$ cat src/rtl/core/smg_pkg.sv
// shared types and constants of the seeded mulberry32 generator
package smg_pkg;

    localparam logic [31:0] GOLDEN_MUL = 32'h9e37_79b9;
    localparam logic [31:0] MIX_MUL_A  = 32'h85eb_ca6b;
    localparam logic [31:0] MIX_MUL_B  = 32'hc2b2_ae35;
    localparam logic [31:0] WEYL_STEP  = 32'h6d2b_79f5;
    localparam logic [31:0] TEMPER_OR  = 32'd61;
    localparam logic [7:0]  BOOT_BYTE  = 8'h30;

    localparam logic [1:0] MODE_ABSORB = 2'd0;
    localparam logic [1:0] MODE_FINISH = 2'd1;
    localparam logic [1:0] MODE_DRAW   = 2'd2;
    localparam logic [1:0] MODE_IGNORE = 2'd3;

    typedef enum logic [3:0] {
        DP_NOP,
        DP_ABS_MUL,
        DP_ABS_LOAD,
        DP_FIN_MUL_A,
        DP_FIN_MUL_B,
        DP_FIN_LOAD,
        DP_DRAW_STEP,
        DP_DRAW_MUL_A,
        DP_DRAW_MUL_B,
        DP_DRAW_OUT
    } dp_op_t;

    typedef struct packed {
        logic   capture;
        logic   boot_byte;
        dp_op_t op;
    } dp_cmd_t;

    typedef enum logic [3:0] {
        S_BOOT,
        S_IDLE,
        S_ABS_MUL,
        S_ABS_LOAD,
        S_FIN_MUL_A,
        S_FIN_MUL_B,
        S_FIN_LOAD,
        S_DRAW_STEP,
        S_DRAW_MUL_A,
        S_DRAW_MUL_B,
        S_DRAW_OUT
    } ctrl_state_t;

endpackage

$ cat src/rtl/core/smg_datapath.sv
// datapath of the generator: accumulator, state, shared multiplier and output word
module smg_datapath
    import smg_pkg::*;
(
    input  logic        clk,
    input  dp_cmd_t     cmd,
    input  logic [7:0]  seed_byte,
    output logic [31:0] random_word
);

    logic [7:0]  byte_reg;
    logic [31:0] acc_reg;
    logic [31:0] state_reg;
    logic [31:0] prod_reg;
    logic [31:0] t_reg;
    logic [31:0] word_reg;

    logic [31:0] mul_a;
    logic [31:0] mul_b;
    logic [31:0] mul_result;
    logic [31:0] fin_hash;
    logic [31:0] temper_sum;
    logic [31:0] temper_mix;

    always_comb
    begin
        unique case (cmd.op)
            DP_ABS_MUL:
            begin
                mul_a = acc_reg ^ {24'd0, byte_reg};
                mul_b = GOLDEN_MUL;
            end
            DP_FIN_MUL_A:
            begin
                mul_a = acc_reg ^ (acc_reg >> 16);
                mul_b = MIX_MUL_A;
            end
            DP_FIN_MUL_B:
            begin
                mul_a = prod_reg ^ (prod_reg >> 13);
                mul_b = MIX_MUL_B;
            end
            DP_DRAW_MUL_A:
            begin
                mul_a = state_reg ^ (state_reg >> 15);
                mul_b = state_reg | 32'd1;
            end
            DP_DRAW_MUL_B:
            begin
                mul_a = prod_reg ^ (prod_reg >> 7);
                mul_b = prod_reg | TEMPER_OR;
            end
            default:
            begin
                mul_a = acc_reg;
                mul_b = state_reg;
            end
        endcase
    end

    assign mul_result = mul_a * mul_b;
    assign fin_hash   = prod_reg ^ (prod_reg >> 16);
    assign temper_sum = t_reg + prod_reg;
    assign temper_mix = t_reg ^ temper_sum;

    always_ff @(posedge clk)
    begin
        if (cmd.capture)
        begin
            byte_reg <= cmd.boot_byte ? BOOT_BYTE : seed_byte;
        end
        unique case (cmd.op)
            DP_ABS_MUL, DP_FIN_MUL_A, DP_FIN_MUL_B, DP_DRAW_MUL_A:
            begin
                prod_reg <= mul_result;
            end
            DP_DRAW_MUL_B:
            begin
                t_reg    <= prod_reg;
                prod_reg <= mul_result;
            end
            DP_ABS_LOAD:
            begin
                acc_reg <= prod_reg ^ (prod_reg >> 15);
            end
            DP_FIN_LOAD:
            begin
                state_reg <= (fin_hash == 32'd0) ? 32'd1 : fin_hash;
                acc_reg   <= 32'd0;
            end
            DP_DRAW_STEP:
            begin
                state_reg <= state_reg + WEYL_STEP;
            end
            DP_DRAW_OUT:
            begin
                word_reg <= temper_mix ^ (temper_mix >> 14);
            end
            default:
            begin
            end
        endcase
    end

    // the accumulator has no reset value; it is cleared by a finish-load command at boot
    assign random_word = word_reg;

endmodule

$ cat src/rtl/core/smg_controller.sv
// controller state machine of the generator: sequencing and handshakes
module smg_controller
    import smg_pkg::*;
(
    input  logic       clk,
    input  logic       rst_n,
    input  logic       in_valid,
    output logic       in_ready,
    input  logic [1:0] mode,
    output logic       out_valid,
    input  logic       out_ready,
    output dp_cmd_t    cmd,
    output logic       acc_clear
);

    ctrl_state_t state_reg;
    ctrl_state_t state_next;
    logic        boot_reg;
    logic        boot_next;
    logic        out_valid_reg;
    logic        out_valid_next;

    always_ff @(posedge clk or negedge rst_n)
    begin
        if (!rst_n)
        begin
            state_reg     <= S_BOOT;
            boot_reg      <= 1'b1;
            out_valid_reg <= 1'b0;
        end
        else
        begin
            state_reg     <= state_next;
            boot_reg      <= boot_next;
            out_valid_reg <= out_valid_next;
        end
    end

    always_comb
    begin
        state_next     = state_reg;
        boot_next      = boot_reg;
        out_valid_next = out_valid_reg && !out_ready;
        in_ready       = 1'b0;
        acc_clear      = 1'b0;
        cmd.capture    = 1'b0;
        cmd.boot_byte  = 1'b0;
        cmd.op         = DP_NOP;
        unique case (state_reg)
            S_BOOT:
            begin
                // hash of the seed text "0" before the first beat
                cmd.capture   = 1'b1;
                cmd.boot_byte = 1'b1;
                acc_clear     = 1'b1;
                state_next    = S_ABS_MUL;
            end
            S_IDLE:
            begin
                in_ready    = 1'b1;
                cmd.capture = in_valid;
                if (in_valid)
                begin
                    unique case (mode)
                        MODE_ABSORB: state_next = S_ABS_MUL;
                        MODE_FINISH: state_next = S_FIN_MUL_A;
                        MODE_DRAW:   state_next = S_DRAW_STEP;
                        MODE_IGNORE: state_next = S_IDLE;
                    endcase
                end
            end
            S_ABS_MUL:
            begin
                cmd.op     = DP_ABS_MUL;
                state_next = S_ABS_LOAD;
            end
            S_ABS_LOAD:
            begin
                cmd.op     = DP_ABS_LOAD;
                state_next = boot_reg ? S_FIN_MUL_A : S_IDLE;
            end
            S_FIN_MUL_A:
            begin
                cmd.op     = DP_FIN_MUL_A;
                state_next = S_FIN_MUL_B;
            end
            S_FIN_MUL_B:
            begin
                cmd.op     = DP_FIN_MUL_B;
                state_next = S_FIN_LOAD;
            end
            S_FIN_LOAD:
            begin
                cmd.op     = DP_FIN_LOAD;
                boot_next  = 1'b0;
                state_next = S_IDLE;
            end
            S_DRAW_STEP:
            begin
                cmd.op     = DP_DRAW_STEP;
                state_next = S_DRAW_MUL_A;
            end
            S_DRAW_MUL_A:
            begin
                cmd.op     = DP_DRAW_MUL_A;
                state_next = S_DRAW_MUL_B;
            end
            S_DRAW_MUL_B:
            begin
                cmd.op     = DP_DRAW_MUL_B;
                state_next = S_DRAW_OUT;
            end
            S_DRAW_OUT:
            begin
                // hold while the previous word is still waiting
                if (!(out_valid_reg && !out_ready))
                begin
                    cmd.op         = DP_DRAW_OUT;
                    out_valid_next = 1'b1;
                    state_next     = S_IDLE;
                end
            end
            default:
            begin
                state_next = S_IDLE;
            end
        endcase
    end

    assign out_valid = out_valid_reg;

endmodule

$ cat src/rtl/core/smg_acc_reset.sv
// reset-cleared guard on the accumulator used by the boot hash
module smg_acc_reset
    import smg_pkg::*;
(
    input  logic    clk,
    input  logic    rst_n,
    input  logic    acc_clear,
    input  dp_cmd_t cmd_in,
    output dp_cmd_t cmd_out
);

    logic cleared_reg;
    logic cleared_next;

    always_ff @(posedge clk or negedge rst_n)
    begin
        if (!rst_n)
        begin
            cleared_reg <= 1'b0;
        end
        else
        begin
            cleared_reg <= cleared_next;
        end
    end

    assign cleared_next = cleared_reg || acc_clear;

    // on the boot beat the accumulator is zeroed through the finish-load path
    always_comb
    begin
        cmd_out = cmd_in;
        if (acc_clear && !cleared_reg)
        begin
            cmd_out.op = DP_FIN_LOAD;
        end
    end

endmodule

$ cat src/rtl/core/seeded_mulberry32_generator_unit.sv
// top level of the seeded mulberry32 generator
//
// channel   direction  handshake              payload
// in        input      in_valid / in_ready    mode[1:0], seed_byte[7:0]
// out       output     out_valid / out_ready  random_word[31:0]
//
// one beat at a time: absorb, finish and draw step through their states; an ignored mode stays idle
// the multiply steps share the one 32x32 multiplier, one product per cycle
// after reset the unit hashes the seed text "0" with in_ready low
// a finished word waits in the output register; a new beat is taken meanwhile
// and a following draw holds in its last step until that word is taken
module seeded_mulberry32_generator_unit
    import smg_pkg::*;
(
    input  logic        clk,
    input  logic        rst_n,
    input  logic        in_valid,
    output logic        in_ready,
    input  logic [1:0]  mode,
    input  logic [7:0]  seed_byte,
    output logic        out_valid,
    input  logic        out_ready,
    output logic [31:0] random_word
);

    dp_cmd_t ctrl_cmd;
    dp_cmd_t dp_cmd;
    logic    acc_clear;

    smg_controller u_ctrl (
        .clk       (clk),
        .rst_n     (rst_n),
        .in_valid  (in_valid),
        .in_ready  (in_ready),
        .mode      (mode),
        .out_valid (out_valid),
        .out_ready (out_ready),
        .cmd       (ctrl_cmd),
        .acc_clear (acc_clear)
    );

    smg_acc_reset u_acc_reset (
        .clk       (clk),
        .rst_n     (rst_n),
        .acc_clear (acc_clear),
        .cmd_in    (ctrl_cmd),
        .cmd_out   (dp_cmd)
    );

    smg_datapath u_dp (
        .clk         (clk),
        .cmd         (dp_cmd),
        .seed_byte   (seed_byte),
        .random_word (random_word)
    );

endmodule

$ cat config.mk
export PLATFORM = sky130hd
export DESIGN_NAME = seeded_mulberry32_generator_unit
export DESIGN_NICKNAME = d
export VERILOG_FILES = /design/src/rtl/core/smg_pkg.sv /design/src/rtl/core/smg_datapath.sv /design/src/rtl/core/smg_controller.sv /design/src/rtl/core/smg_acc_reset.sv /design/src/rtl/core/seeded_mulberry32_generator_unit.sv
export SDC_FILE = /design/constraint.sdc
export NUM_CORES = 2
export LEC_CHECK = 0
export BUFFER_PORTS_ARGS = -buffer_cell sky130_fd_sc_hd__buf_2
export CAP_MARGIN = 15
export CORE_MARGIN = 5
export CORE_UTILIZATION = 60
export CTS_CLUSTER_DIAMETER = 60
export DETAILED_ROUTE_END_ITERATION = 12
export PLACE_DENSITY = 0.82
export SKIP_LAST_GASP = 1
export SLEW_MARGIN = 5
export SYNTH_ARGS = -nofsm -noshare
export SYNTH_HDL_FRONTEND = slang
export SYNTH_HIERARCHICAL = 1
export SYNTH_SLANG_ARGS = --single-unit
$ cat constraint.sdc
create_clock -name clk -period 22.8 [get_ports clk]
set_input_delay 4.56 -clock clk [delete_from_list [all_inputs] [get_ports clk]]
set_output_delay 4.56 -clock clk [all_outputs]
set_load 0.03 [all_outputs]
### Word level (Yosys, flattened, before mapping)

Index checks and enable logic that the tools add are counted.
Widths: inputs -> output; s select.

| operators by class | value |
|---|---|
| add/sub/neg operators | 2 |
| multipliers | 1 |
| equality and inequality tests | 24 |
| multiplexer cells | 17 |
| bitwise logic cells | 9 |
| reduce and logical (&&, ||, !) cells | 12 |

Operators by type and width:

| kind | number |
|---|---|
| $pmux 32 s5 | 2 |
| $pmux 32 s2 | 2 |
| $xor 32x16->32 | 2 |
| $xor 32x17->32 | 2 |
| $pmux 4 s10 | 1 |
| $pmux 4 s9 | 1 |
| $add 32x31->32 const B | 1 |
| $add 32x32->32 | 1 |
| $eq 4x3->1 const B | 8 |
| $logic_not 32->1 | 1 |
| $mul 32x32->32 | 1 |
| $mux 32 | 1 |
| $xor 32x18->32 | 1 |
| $xor 32x19->32 | 1 |
| $xor 32x25->32 | 1 |
| $xor 32x32->32 | 1 |
| $xor 32x8->32 | 1 |
| $eq 4x4->1 const B | 5 |
| $eq 4x2->1 const B | 4 |
| $mux 4 | 4 |
| $pmux 4 s4 | 1 |
| $eq 4x1->1 const B | 2 |
| $reduce_or 5->1 | 1 |
| $eq 2x2->1 const B | 2 |
| 12 further kinds | 18 |

| word-level totals | value |
|---|---|
| flip-flop bits (word level) | 175 |
| input bits | 14 |

### Logic depth before layout (Yosys ltp)

| logic depth | value |
|---|---|
| word-level depth | 8 |
| depth in mapped cells | 42 |

### By module

The synthesis kept the hierarchy.

By module, submodules not included:

| module | times used | cells each | area an instance (um2) | sequential area each (um2) |
|---|---|---|---|---|
| smg_datapath | 1 | 2949 | 26830.7 | 5014.8 |
| smg_controller | 1 | 59 | 514.2 | 151.4 |
| smg_acc_reset | 1 | 9 | 85.1 | 25.0 |

### Worst setup path after synthesis

OpenSTA, ideal clock, no wires.

| timing path | value |
|---|---|
| kind | in2reg |
| start point | in out_ready |
| end point | reg u_dp.prod_reg[31], data pin |
| data arrival time | 13.427 ns |
| path slack | 9.100 ns |
| stages | 37 |
| path buffers | 3 |
| cells stage by stage | nand2b_1 > o21bai_1 > a211oi_1 > nand2b_1 > or4b_4 > inv_2 > buf_2 > buf_2 > a221o_1 > nand2_1 > nand3_1 > clkbuf_1 > nand2_1 > fa_1 > inv_1 > fa_1 > inv_1 > fa_1 > inv_1 > fa_1 > inv_1 > fa_1 > fa_1 > fa_1 > inv_1 > fa_1 > xor2_1 > xnor2_1 > xnor2_1 > xnor2_1 > xnor2_1 > xnor2_1 > xnor2_1 > xnor3_1 > xnor2_1 > xnor3_1 > xor2_1 |

RTL lines:

| item | RTL line | text |
|---|---|---|
| from (decl) | seeded_mulberry32_generator_unit.sv:22 | `input logic out_ready,` |
| to (signal assigned) | smg_datapath.sv:75 | `prod_reg <= mul_result;` |
| to (signal assigned) | smg_datapath.sv:80 | `prod_reg <= mul_result;` |
| to (decl) | smg_datapath.sv:14 | `logic [31:0] prod_reg;` |

==> summary by stage <==
Yosys
The area share of the largest cell type after synthesis is 0.298. After synthesis, the netlist uses 92 different library cells. The number of nets handed over by synthesis was 3598. Yosys printed 6 warnings. The netlist area before placement is 0.0274 mm2. The library cell with the largest summed area after synthesis is sky130_fd_sc_hd__fa_1. The number of flops mapped to enable cells by yosys is 167. The async set or reset register ratio after synthesis is 0.0402. The count of mapped cells out of synthesis is around 3000.

For this run, the register share of the synthesized area comes to 0.189. After synthesis, the cell types taking the most area are sky130_fd_sc_hd__fa_1 30%, sky130_fd_sc_hd__edfxtp_1 18%, sky130_fd_sc_hd__ha_1 7.2%. In this run, synthesis produced a sequential element count of 174. Among all flip-flop cells after synthesis, the most frequent one is sky130_fd_sc_hd__edfxtp_1.

After synthesis, the mean cell area works out to 9.09 um2.

Timing
The smallest clock period supported by the final layout is computed as 15.24 ns. The final max-slew violation count is 0. The final critical-path share of the clock period is 0.668.

The fmax is around 0.066 GHz. Setup violations remaining at the end of the flow were counted as 0. The slew at the pin closest to its max-slew limit is 1.23 ns. Setup repair after global routing left no endpoint under its margin.

The normalized max-slew margin is 0.178. The number of failing hold endpoints at the final stage is 0. Adding up every negative setup slack in the final design gives 0 ns. The setup skew after layout is approximately 0.013 ns.

Detailed routing
Dividing the detail-routed via count by the number of cells gives 6.36. The count of nets left with antenna violations once routing finished came out at 0. For this block, the initial DRC count from the detailed router was 3105. Across all layers, the routed design uses 22800 vias.

In the final routed layout, each cell accounts on average for 25.2 um. The number of detailed-routing iterations run before antenna repair is 8. The number of remaining DRC errors is 0. Summed over all layers, the routed wires come to 90.0 mm.

Die
The site row count is 78. The floorplan core area is ~0.045 mm2. The initial utilization of the core area, before any placement, comes to 0.606. The area of the die is around 0.05 mm2.

The width of the die is 224 um. The die outline height is 224 um. The I/O pin total is 48.

Placement
The post-place instance area is between 0.02 and 0.03 mm2. Buffers placed on the I/O ports in this run total 47. At the end of routability-driven placement, the weighted congestion stood at 1.03. Detailed placement ended at an HPWL of 67.4 mm.

Critical path
The worst register-to-register path has a setup slack of 10.71 ns. Of all nets on the critical path, the largest fanout is 60. The critical path launch point type is an input pin. The most critical setup path has its startpoint at out_ready.

The worst register-to-register path ends at u_dp/prod_reg[31]$_DFFE_PP_. The critical register-to-register path startpoint is u_ctrl/state_reg[1]$_DFFE_PN0P_. The cell with the most instances on the worst path is sky130_fd_sc_hd__fa_1. The worst setup path is captured at a flop. Measured in cells, the most critical reg-to-reg path has a length of 34.

The maximum single-stage delay on the critical path is 0.89 ns. The end of the critical path is u_dp/prod_reg[31]$_DFFE_PP_. The critical path is of the in -> reg type. The master of the slowest instance on the critical path is sky130_fd_sc_hd__o32ai_4. The arrival time at the worst endpoint is about 15 ns. Data on the critical path is required at its endpoint by between 20 and 25 ns.

Min path
The path type of the worst min-delay path is reg -> reg.

Clock tree
The total of hold buffers inserted after clock tree synthesis is 0. The H-tree depth is 4. The clock latency on the worst-skew pair is 0.44 ns. The worst-case clock buffer depth is 2.

The number of clock buffers inserted by TritonCTS is 17. Clock-pin slew was measured on the worst setup and hold paths at approximately 0.08 ns. The number of setup buffers added after CTS is 0. CTS placed an instance of sky130_fd_sc_hd__clkbuf_16 at the clock tree root. Counting every sink on the clock net gives 174. The CTS tree is done. After clock tree synthesis, the repair step resized 0 gates.

GRT
The via count of the first global-routing pass is 23700. Entering global routing, the biggest net connects 61 pins. The number of antenna violations at the first check in global routing was 1. The first-pass GRT wire length is 138 mm. The overall fraction of global-route tracks in use is 0.359. The global route total overflow is 0.

Final layout
The fraction of final layout cells sized beyond drive strength 1 is 0.0709. The area growth from synthesis to final layout is 5.06%. The cell area after layout is 0.0288 mm2. The repair_antennas step left the layout with diodes totalling 0. The total number of nets in the final design is 3545.

Run status
The run finished with clean final reports.

Job
Max-cap violations in this run came to 0.
[per-layer routing]
layer | vias up | part of all wire | track usage
li1 | 9557 | - | -
met1 | 11200 | 0.36 | 0.474
met2 | 1622 | 0.44 | 0.549
met3 | 404 | 0.13 | 0.0932
met4 | 2 | 0.068 | 0.193
met5 | - | 0.000089 | 0
[layout make-up]
| cell class | count | area (um2) |
|---|---|---|
| Sequential cell | 174 | 5190 |
| Timing Repair Buffer | 106 | 686 |
| Tap cell | 600 | 751 |
| Clock inverter | 14 | 168 |
| Multi-Input combinational cell | 2182 | 19800 |
| Clock buffer | 18 | 429 |
| Fill cell | 3688 | 16500 |
| Inverter | 483 | 1810 |
[per-stage QoR]
| stage | hold slack [ns] | utilization | setup slack [ns] | std cells |
|---|---|---|---|---|
| final | 0.475 | 0.636 | 7.56 | 3577 |
| after global routing | 0.514 | 0.636 | 7.16 | 3577 |
| after CTS | 0.472 | 0.636 | 7.78 | 3576 |
| after detailed placement | 0.449 | 0.623 | 7.33 | 3544 |
| after global placement | 0.448 | 0.623 | 7.44 | 3544 |
| after floorplan | 0.432 | - | 9.10 | 3017 |
[cell usage after synthesis, types with 5 or more instances]
library cell               count
sky130_fd_sc_hd__a211o_1       5
sky130_fd_sc_hd__edfxtp_1    167
sky130_fd_sc_hd__a31oi_1       9
sky130_fd_sc_hd__clkbuf_1    117
sky130_fd_sc_hd__o22ai_1      25
sky130_fd_sc_hd__buf_1        16
sky130_fd_sc_hd__a21oi_1      96
sky130_fd_sc_hd__a211oi_1      9
sky130_fd_sc_hd__nor4_1        9
sky130_fd_sc_hd__fa_1        409
sky130_fd_sc_hd__nand2b_1     78
sky130_fd_sc_hd__xor2_1       70
sky130_fd_sc_hd__and3_1       16
sky130_fd_sc_hd__buf_4         8
sky130_fd_sc_hd__or2_2        20
sky130_fd_sc_hd__a21o_1       39
sky130_fd_sc_hd__inv_1       481
sky130_fd_sc_hd__nand4_1       8
sky130_fd_sc_hd__nand3_1      27
sky130_fd_sc_hd__a221oi_1     18
sky130_fd_sc_hd__nor2_1      394
sky130_fd_sc_hd__or3_1         7
sky130_fd_sc_hd__nand2_1     248
sky130_fd_sc_hd__a31o_2        6
sky130_fd_sc_hd__o21a_1       14
sky130_fd_sc_hd__xnor2_1     169
sky130_fd_sc_hd__a22oi_1      14
sky130_fd_sc_hd__o22a_1       20
sky130_fd_sc_hd__o21ai_0     105
sky130_fd_sc_hd__o221ai_1     16
sky130_fd_sc_hd__dfrtp_1       6
sky130_fd_sc_hd__o211ai_1      9
sky130_fd_sc_hd__and2_1       13
sky130_fd_sc_hd__ha_1        158
sky130_fd_sc_hd__a221o_1      20
sky130_fd_sc_hd__nor3_1       20
sky130_fd_sc_hd__buf_6         6
sky130_fd_sc_hd__o21bai_1      6
sky130_fd_sc_hd__buf_2        31
sky130_fd_sc_hd__nor2b_1      35
[placed cells by master, fill, tap and decap left out, drive strengths merged, types with 39 or more instances in the layout]
master,Yosys,final
a21oi,100,100
nand2,250,250
a21o,39,39
nor2,395,395
buf,61,106
xor2,70,70
nand2b,79,79
ha,158,158
fa,409,409
xnor2,169,169
inv,482,489
o21ai,110,110
edfxtp,167,167
[cells by family after synthesis]
kind of cell | synth area share
fa+ha+maj | 0.371
compound gates | 0.117
flops | 0.189
xor+xnor | 0.0788
mux | 0.00114
simple gates | 0.149
buf+inv | 0.0946
[how the worst min path moves through the flow]
stage / startpoint / to / slack, ns / cells past startpoint
after detailed placement: u_acc_reset/cleared_reg$_DFF_PN0_ / u_acc_reset/cleared_reg$_DFF_PN0_ / 0.45 / 1
after CTS: u_acc_reset/cleared_reg$_DFF_PN0_ / u_acc_reset/cleared_reg$_DFF_PN0_ / 0.47 / 1
after floorplan: u_acc_reset/cleared_reg$_DFF_PN0_ / u_acc_reset/cleared_reg$_DFF_PN0_ / 0.43 / 1
after global placement: u_acc_reset/cleared_reg$_DFF_PN0_ / u_acc_reset/cleared_reg$_DFF_PN0_ / 0.45 / 1
final: u_acc_reset/cleared_reg$_DFF_PN0_ / u_acc_reset/cleared_reg$_DFF_PN0_ / 0.48 / 1
after global routing: u_ctrl/boot_reg$_DFFE_PN1P_ / u_ctrl/boot_reg$_DFFE_PN1P_ / 0.51 / 2
[critical path: cells and delay by family]
family          cells  cell delay (ns)
xor+xnor            1             0.13
buf+inv             7             1.71
simple gates        6             1.14
fa+ha+maj           9             4.00
compound gates     13             3.79
Power is left out: the tool's default activity adds up to more than one toggle a clock period on the data nets, which glitch-free logic cannot reach.
